===== src/psb_pkg.sv =====
// ---------------------------------------------------------------------------
// Palette sprite blitter package
// Field widths, request codes and packed payload types.
// ---------------------------------------------------------------------------
package psb_pkg;

  localparam int unsigned CMD_W      = 2;
  localparam int unsigned COORD_W    = 16;
  localparam int unsigned COLOR_W    = 16;
  localparam int unsigned DIM_W      = 8;
  localparam int unsigned NIB_W      = 4;
  localparam int unsigned IN_DATA_W  = 88;
  localparam int unsigned OUT_DATA_W = 80;

  typedef enum logic [CMD_W-1:0] {
    CMD_PAL   = 2'd0,
    CMD_START = 2'd1,
    CMD_DATA  = 2'd2
  } cmd_e;

  typedef struct packed {
    logic [3:0]         pad;
    logic [DIM_W-1:0]   data_byte;
    logic [DIM_W-1:0]   pixel_scale;
    logic [DIM_W-1:0]   sprite_h;
    logic [DIM_W-1:0]   sprite_w;
    logic [COORD_W-1:0] origin_y;
    logic [COORD_W-1:0] origin_x;
    logic [COLOR_W-1:0] pal_color;
    logic [NIB_W-1:0]   pal_index;
  } in_data_t;

  typedef struct packed {
    logic [COLOR_W-1:0] color;
    logic [COORD_W-1:0] y1;
    logic [COORD_W-1:0] x1;
    logic [COORD_W-1:0] y0;
    logic [COORD_W-1:0] x0;
  } rect_t;

  typedef struct packed {
    logic             act;
    logic [DIM_W-1:0] col;
    logic [DIM_W-1:0] row;
  } pos_t;

endpackage


===== src/palette_sprite_blitter_top.sv =====
// A byte's first rectangle passes the palette read stage, the b_rect stage and
// the output register; a second follows in the next cycle unless back-pressure
// holds it. A request is accepted every cycle unless the a stage is full and
// back-pressure or a byte with two drawn pixels holds the b_rect stage.
// Reset clears the sprite walk, sets the scale to one and the transparent
// color to zero; palette entries hold no value until written.
// ---------------------------------------------------------------------------
// Palette sprite blitter
// Walks 4-bit paletted sprite pixels and issues scaled fill rectangles.
// ---------------------------------------------------------------------------
module palette_sprite_blitter_top #(
  parameter int unsigned PALETTE_ENTRIES = 16
) (
  input  logic                              clk_i,
  input  logic                              rst_ni,
  input  logic                              cfg_we_i,
  input  logic [psb_pkg::COLOR_W-1:0]       cfg_wdata_i,
  input  logic                              s_axis_tvalid_i,
  output logic                              s_axis_tready_o,
  // pal_index, pal_color, origin_x, origin_y, sprite_w, sprite_h,
  // pixel_scale, data_byte, zero fill
  input  logic [psb_pkg::IN_DATA_W-1:0]     s_axis_tdata_i,
  // cmd
  input  logic [psb_pkg::CMD_W-1:0]         s_axis_tuser_i,
  output logic                              m_axis_tvalid_o,
  input  logic                              m_axis_tready_i,
  // rect_x0, rect_y0, rect_x1, rect_y1, rect_color
  output logic [psb_pkg::OUT_DATA_W-1:0]    m_axis_tdata_o,
  output logic                              m_axis_tlast_o
);
  import psb_pkg::*;

  localparam int unsigned IDX_W = $clog2(PALETTE_ENTRIES);
  localparam logic [NIB_W:0] NUM_ENT = (NIB_W + 1)'(PALETTE_ENTRIES);

  function automatic pos_t step_pos(pos_t p, logic [DIM_W-1:0] w, logic [DIM_W-1:0] h);
    pos_t n;
    n = p;
    if (p.act) begin
      n.row = p.row + 8'd1;
      if (n.row >= h) begin
        n.row = '0;
        n.col = p.col + 8'd1;
        if (n.col >= w) begin
          n.act = 1'b0;
        end
      end
    end
    return n;
  endfunction

  function automatic rect_t make_rect(logic [COORD_W-1:0] bx, logic [COORD_W-1:0] by,
                                      logic [DIM_W-1:0] c, logic [DIM_W-1:0] r,
                                      logic [DIM_W-1:0] s, logic [COLOR_W-1:0] color);
    rect_t              rc;
    logic [COORD_W-1:0] s16;
    s16      = {8'd0, s};
    rc.x0    = bx + ({8'd0, c} * s16);
    rc.y0    = by + ({8'd0, r} * s16);
    rc.x1    = rc.x0 + s16 - 16'd1;
    rc.y1    = rc.y0 + s16 - 16'd1;
    rc.color = color;
    return rc;
  endfunction

  in_data_t           in_d;
  cmd_e               cmd;
  logic               in_acc;
  logic               data_acc;

  logic [COLOR_W-1:0] transp_q, transp_d;
  pos_t               pos_q, pos_d;
  logic [COORD_W-1:0] base_x_q, base_x_d;
  logic [COORD_W-1:0] base_y_q, base_y_d;
  logic [DIM_W-1:0]   scale_q, scale_d;
  logic [DIM_W-1:0]   width_q, width_d;
  logic [DIM_W-1:0]   height_q, height_d;

  pos_t               p1, p2;
  logic [NIB_W-1:0]   nib [2];
  logic [1:0]         in_rng;
  logic [1:0]         cand;
  logic [IDX_W-1:0]   raddr [2];
  logic               pal_we;
  logic [COLOR_W-1:0] rd_color [2];

  logic [1:0]         a_pend_q, a_pend_d;
  logic [DIM_W-1:0]   a_col_q [2];
  logic [DIM_W-1:0]   a_row_q [2];
  logic [COORD_W-1:0] a_base_x_q;
  logic [COORD_W-1:0] a_base_y_q;
  logic [DIM_W-1:0]   a_scale_q;

  logic [1:0]         b_pend_q, b_pend_d;
  rect_t              b_rect_q [2];
  logic [1:0]         drawn;

  logic               m_valid_q, m_valid_d;
  rect_t              out_rect_q;
  logic               out_last_q;

  logic               out_free, b_single, b_free, a_free, out_load;

  assign in_d = in_data_t'(s_axis_tdata_i);
  assign cmd  = cmd_e'(s_axis_tuser_i);

  assign nib[0]    = in_d.data_byte[7:4];
  assign nib[1]    = in_d.data_byte[3:0];
  assign in_rng[0] = {1'b0, nib[0]} < NUM_ENT;
  assign in_rng[1] = {1'b0, nib[1]} < NUM_ENT;
  assign p1        = step_pos(pos_q, width_q, height_q);
  assign p2        = step_pos(p1, width_q, height_q);
  assign cand[0]   = pos_q.act && in_rng[0];
  assign cand[1]   = p1.act && in_rng[1];
  assign raddr[0]  = in_rng[0] ? nib[0][IDX_W-1:0] : '0;
  assign raddr[1]  = in_rng[1] ? nib[1][IDX_W-1:0] : '0;

  assign out_free = !m_valid_q || m_axis_tready_i;
  assign b_single = b_pend_q[0] ^ b_pend_q[1];
  assign b_free   = (b_pend_q == 2'b00) || (out_free && b_single);
  assign a_free   = (a_pend_q == 2'b00) || b_free;
  assign out_load = out_free && (b_pend_q != 2'b00);
  assign in_acc   = s_axis_tvalid_i && a_free;
  assign data_acc = in_acc && (cmd == CMD_DATA);
  assign pal_we   = in_acc && (cmd == CMD_PAL) && ({1'b0, in_d.pal_index} < NUM_ENT);

  assign drawn[0] = a_pend_q[0] && (rd_color[0] != transp_q);
  assign drawn[1] = a_pend_q[1] && (rd_color[1] != transp_q);

  psb_palette #(
    .ENTRIES (PALETTE_ENTRIES)
  ) u_palette (
    .clk_i    (clk_i),
    .we_i     (pal_we),
    .waddr_i  (in_d.pal_index[IDX_W-1:0]),
    .wdata_i  (in_d.pal_color),
    .re_i     (data_acc),
    .raddr0_i (raddr[0]),
    .raddr1_i (raddr[1]),
    .rdata0_o (rd_color[0]),
    .rdata1_o (rd_color[1])
  );

  always_comb begin
    transp_d = cfg_we_i ? cfg_wdata_i : transp_q;
    pos_d    = pos_q;
    base_x_d = base_x_q;
    base_y_d = base_y_q;
    scale_d  = scale_q;
    width_d  = width_q;
    height_d = height_q;
    if (in_acc) begin
      unique case (cmd)
        CMD_START: begin
          base_x_d  = in_d.origin_x;
          base_y_d  = in_d.origin_y;
          width_d   = in_d.sprite_w;
          height_d  = in_d.sprite_h;
          scale_d   = in_d.pixel_scale;
          pos_d.col = '0;
          pos_d.row = '0;
          pos_d.act = (in_d.sprite_w != '0) && (in_d.sprite_h != '0);
        end
        CMD_DATA: begin
          pos_d = p2;
        end
        default: begin
        end
      endcase
    end
  end

  always_comb begin
    a_pend_d = a_pend_q;
    if (a_free) begin
      a_pend_d = data_acc ? cand : 2'b00;
    end
    b_pend_d = b_pend_q;
    if (b_free) begin
      b_pend_d = drawn;
    end else if (out_free) begin
      b_pend_d = 2'b10;
    end
    m_valid_d = m_valid_q;
    if (out_free) begin
      m_valid_d = (b_pend_q != 2'b00);
    end
  end

  always_ff @(posedge clk_i or negedge rst_ni) begin
    if (!rst_ni) begin
      transp_q  <= '0;
      pos_q     <= '0;
      base_x_q  <= '0;
      base_y_q  <= '0;
      scale_q   <= 8'd1;
      width_q   <= '0;
      height_q  <= '0;
      a_pend_q  <= '0;
      b_pend_q  <= '0;
      m_valid_q <= 1'b0;
    end else begin
      transp_q  <= transp_d;
      pos_q     <= pos_d;
      base_x_q  <= base_x_d;
      base_y_q  <= base_y_d;
      scale_q   <= scale_d;
      width_q   <= width_d;
      height_q  <= height_d;
      a_pend_q  <= a_pend_d;
      b_pend_q  <= b_pend_d;
      m_valid_q <= m_valid_d;
    end
  end

  always_ff @(posedge clk_i) begin
    if (data_acc) begin
      a_col_q[0] <= pos_q.col;
      a_row_q[0] <= pos_q.row;
      a_col_q[1] <= p1.col;
      a_row_q[1] <= p1.row;
      a_base_x_q <= base_x_q;
      a_base_y_q <= base_y_q;
      a_scale_q  <= scale_q;
    end
    if (b_free) begin
      b_rect_q[0] <= make_rect(a_base_x_q, a_base_y_q, a_col_q[0], a_row_q[0],
                               a_scale_q, rd_color[0]);
      b_rect_q[1] <= make_rect(a_base_x_q, a_base_y_q, a_col_q[1], a_row_q[1],
                               a_scale_q, rd_color[1]);
    end
    if (out_load) begin
      out_rect_q <= b_pend_q[0] ? b_rect_q[0] : b_rect_q[1];
      out_last_q <= b_single;
    end
  end

  assign s_axis_tready_o = a_free;
  assign m_axis_tvalid_o = m_valid_q;
  assign m_axis_tdata_o  = out_rect_q;
  assign m_axis_tlast_o  = out_last_q;

endmodule


===== src/psb_palette.sv =====
// ---------------------------------------------------------------------------
// Palette memory
// One write port and two registered read ports for the two pixels of a byte.
// ---------------------------------------------------------------------------
module psb_palette #(
  parameter int unsigned ENTRIES = 16
) (
  input  logic                              clk_i,
  input  logic                              we_i,
  input  logic [$clog2(ENTRIES)-1:0]        waddr_i,
  input  logic [psb_pkg::COLOR_W-1:0]       wdata_i,
  input  logic                              re_i,
  input  logic [$clog2(ENTRIES)-1:0]        raddr0_i,
  input  logic [$clog2(ENTRIES)-1:0]        raddr1_i,
  output logic [psb_pkg::COLOR_W-1:0]       rdata0_o,
  output logic [psb_pkg::COLOR_W-1:0]       rdata1_o
);
  import psb_pkg::*;

  logic [COLOR_W-1:0] mem [ENTRIES];
  logic [COLOR_W-1:0] rdata0_q;
  logic [COLOR_W-1:0] rdata1_q;

  always_ff @(posedge clk_i) begin
    if (we_i) begin
      mem[waddr_i] <= wdata_i;
    end
  end

  always_ff @(posedge clk_i) begin
    if (re_i) begin
      rdata0_q <= mem[raddr0_i];
      rdata1_q <= mem[raddr1_i];
    end
  end

  assign rdata0_o = rdata0_q;
  assign rdata1_o = rdata1_q;

endmodule


===== config.mk =====
export PLATFORM = sky130hd
export DESIGN_NAME = palette_sprite_blitter_top
export DESIGN_NICKNAME = d
export VERILOG_FILES = /design/src/psb_pkg.sv /design/src/palette_sprite_blitter_top.sv /design/src/psb_palette.sv
export SDC_FILE = /design/constraint.sdc
export NUM_CORES = 1
export LEC_CHECK = 0
export ABC_CLOCK_PERIOD_IN_PS = 20700
export BUFFER_PORTS_ARGS = -buffer_cell sky130_fd_sc_hd__buf_2
export CAP_MARGIN = 20
export CORE_MARGIN = 1
export CORE_UTILIZATION = 50
export DETAILED_ROUTE_END_ITERATION = 8
export HOLD_SLACK_MARGIN = 0.15
export PLACE_DENSITY = 0.7
export REMOVE_ABC_BUFFERS = 1
export SLEW_MARGIN = 20
export SYNTH_ARGS = -nofsm -noshare
export SYNTH_HDL_FRONTEND = slang
export SYNTH_SLANG_ARGS = --single-unit

===== constraint.sdc =====
create_clock -name clk_i -period 20.7 [get_ports clk_i]
set_clock_uncertainty 0.1 [all_clocks]
set_input_delay 2.07 -clock clk_i [delete_from_list [all_inputs] [get_ports clk_i]]
set_output_delay 2.07 -clock clk_i [all_outputs]
set_load 0.005 [all_outputs]

==> flow_summary.json <==
{
  "min_from": "scale_q[1]$_DFFE_PN0P_",
  "fill_cells": 6577,
  "r2r_cells": 20,
  "synth_edf_count": 601,
  "initial_utilization": 0.507,
  "postCtsHoldBufs": 0,
  "cts_buffers": 75,
  "synth_compound_area_frac": 0.0404,
  "die-area_um2": 84500,
  "outcome": "finished clean",
  "yosys.area_share.simple": 0.0744,
  "antenna_found_initial": 9,
  "fp.coreArea_um2": 82200,
  "tritoncts": "done",
  "tns_ps": 0,
  "area_growth_pct": 11.6,
  "timing.rr.start": "a_scale_q[0]$_DFFE_PP_",
  "final_common_cell": "edfxtp_1",
  "viasPerCell": 5.50,
  "final_cell_mix": "edfxtp_1, inv_1, ha_1",
  "clk_latency_ps": 640,
  "drtPass1Iterations": 5,
  "synth_cells": 3100,
  "whs_ps": 288,
  "worst_pin_slew_ps": 1010,
  "grt_start_max_net_pins": 84,
  "ant_nets": 0,
  "yosys_warnings": 0,
  "rsz0062_at_grt": "false",
  "clk_transition_reported_paths_ps": 60,
  "synth.distinct_cells": 83,
  "clockBufferDepth": 3,
  "endpoint_kind": "register",
  "total_power_mw": 8.30,
  "hold_viol_final": 0,
  "r2r_setup_slack_ps": 13740,
  "r2r-end": "b_rect_q[0][142]$_DFFE_PP_",
  "ys.flop_type": "edfxtp_1",
  "async_flop_share": 0.135,
  "final_nets": 3876,
  "grt_overflow": 0,
  "cts.htree.levels": 3,
  "synth_top_family_by_area": "adder cells",
  "cts.sinks": 695,
  "avgSynthCellArea_um2": 13.4,
  "wirelength_mm": 88.6,
  "place_area_um2": 43900,
  "maxSlewViolCount": 0,
  "hpwl_mm": 63.0,
  "synth_xor_area_frac": 0.0366,
  "wl_per_cell_um": 19.9,
  "drt_iter0_drc": 1669,
  "crit_start": "a_scale_q[0]$_DFFE_PP_",
  "min_path_type": "reg -> reg",
  "io_buffers": 189,
  "cp.required_ps": 20970,
  "fmax_ghz": 0.144,
  "min_period_ps": 6960,
  "synthAdderAreaFrac": 0.174,
  "path_max_fanout": 38,
  "postCtsSetupBuffers": 0,
  "netlist_area_um2": 41700,
  "cp.arrival_ps": 7230,
  "die_x_um": 291,
  "drc": 0,
  "regArea_um2": 20400,
  "power.density_nw_per_um2": 178,
  "fin_crit_sh": 0.336,
  "num_rows": 105,
  "synth_seq_area_share": 0.490,
  "cts_root_buf": "clkbuf_16",
  "crit_path_end": "b_rect_q[0][142]$_DFFE_PP_",
  "p_leak_nw": 19.4,
  "vias": 24400,
  "grt_usage": 0.214,
  "io_pins": 194,
  "cts_resized": 0,
  "multiInputGateArea_um2": 19000,
  "die_h_um": 291,
  "slew_headroom": 0.324,
  "muxShareOfSynthArea": 0.130,
  "peakVddDrop_uv": 173,
  "gp_congestion": 0.847,
  "critPathKind": "reg -> reg",
  "grt_pass1_vias": 25400,
  "start_kind": "register",
  "grt_pass1_wl_mm": 139,
  "layout-drive-gt1-share": 0.205,
  "maxCapViolations": 0,
  "synth_seq_cells": 695,
  "setup_viol_count_final": 0,
  "finalInstanceArea_um2": 46500
}
## how the worst min path moves through the flow
stage	end	slack, ps	cells after the start
after floorplan	a_base_x_q[0]$_DFFE_PP_	320	0
after global routing	a_scale_q[1]$_DFFE_PP_	310	0
after CTS	a_scale_q[1]$_DFFE_PP_	280	0
final	a_scale_q[1]$_DFFE_PP_	290	0
after detailed placement	a_base_x_q[3]$_DFFE_PP_	330	0
after global placement	a_base_y_q[14]$_DFFE_PP_	320	0
## per-layer routing
metal,GRT usage,share of wire,routed length [um],vias to the layer above
met2,0.370,0.49,43800,731
met4,0.0788,0.034,3040,6
met1,0.268,0.41,35900,12200
met5,0,0.00035,31,-
met3,0.0395,0.065,5770,182
li1,-,-,-,11300
## cell type report
| class | count | share of cell area |
|---|---|---|
| well taps | 1070 | 0.0288 |
| multi-input cells | 1800 | 0.409 |
| repair buffers | 223 | 0.0261 |
| clock inverters | 46 | 0.0130 |
| diodes | 4 | 0.000215 |
| inverters | 512 | 0.0414 |
| clock buffers | 93 | 0.0427 |
| flip-flops and latches | 695 | 0.439 |
## stage by stage
| stage | utilization | setup slack, ps | cells |
|---|---|---|---|
| final | 0.566 | 13740 | 4443 |
| after CTS | 0.565 | 13760 | 4439 |
| after global routing | 0.565 | 13220 | 4441 |
| after floorplan | - | 11430 | 3007 |
| after global placement | 0.534 | 13810 | 4299 |
| after detailed placement | 0.534 | 13760 | 4300 |
## synthesized netlist by cell type, drive strengths merged (3+ instances only)
cell / number / area share
and2: 156 / 0.023
clkbuf: 67 / 0.0060
xor2: 76 / 0.016
nand2b: 13 / 0.0020
a211oi: 9 / 0.0019
a41o: 3 / 0.00072
o211ai: 8 / 0.0014
mux2i: 7 / 0.0017
o41a: 4 / 0.0011
or4: 3 / 0.00054
buf: 26 / 0.0029
o21ai: 33 / 0.0040
a21o: 23 / 0.0044
nor4: 13 / 0.0020
a22o: 10 / 0.0021
a221oi: 3 / 0.00063
nand3b: 3 / 0.00054
mux2: 153 / 0.041
fa: 204 / 0.098
nand3: 39 / 0.0047
nand2: 190 / 0.017
o41ai: 5 / 0.0014
xnor2: 97 / 0.020
inv: 512 / 0.046
o21bai: 3 / 0.00054
a21oi: 59 / 0.0074
nor2: 84 / 0.0076
nor3: 43 / 0.0052
nor2b: 17 / 0.0026
a211o: 8 / 0.0017
o21a: 8 / 0.0014
ha: 254 / 0.076
dfrtp: 93 / 0.056
or3: 11 / 0.0018
a221o: 3 / 0.00075
o31ai: 5 / 0.00090
nand4: 5 / 0.00075
mux4: 160 / 0.086
a31oi: 7 / 0.0011
and3: 21 / 0.0032
o2111ai: 14 / 0.0029
or2: 7 / 0.0011
o22ai: 4 / 0.00060
edfxtp: 601 / 0.43
a2111oi: 6 / 0.0014
## sequential cells by signal, summed over array words and instances (netlist names), 16 cells and up
register	flops
m_axis_tdata_o	80
a_base_x_q	16
transp_q	16
a_base_y_q	16
base_x_q	16
pos_q	16
u_palette.mem	256
u_palette.rdata1_o	16
u_palette.rdata0_o	16
a_row_q	16
a_col_q	16
base_y_q	16
b_rect_q	160
## critical path, cell delays in order, from the launching register on
cell and delay (ps):
edfxtp_1 320, buf_4 410, nand2_1 150, fa_1 510, inv_1 50, fa_1 500, fa_1 540, inv_1 50
fa_1 470, inv_1 40, ha_1 340, o21a_1 210, a2111oi_0 670, nor2_1 130, xor2_1 610, inv_1 100
ha_1 250, o41ai_1 730, and4b_1 280, a21oi_1 150, xnor2_1 80
## report_power, final
part	internal [mW]	total (mW)	leakage, nW	switching [mW]
Clock	0.809	1.39	1.27	0.580
Combinational	1.97	4.56	11.3	2.59
Sequential	2.23	2.34	6.78	0.110
Total	5.02	8.30	19.4	3.28
## cells by family (layout without fill, tap and decap cells)
group	Yosys count	count (layout)
buf+inv	605	874
compound gates	234	234
xor+xnor	173	173
mux	320	320
simple gates	615	615
flops	695	695
other cells	0	4
fa+ha+maj	458	458
Note: power is estimated with default switching activity, not from simulation.
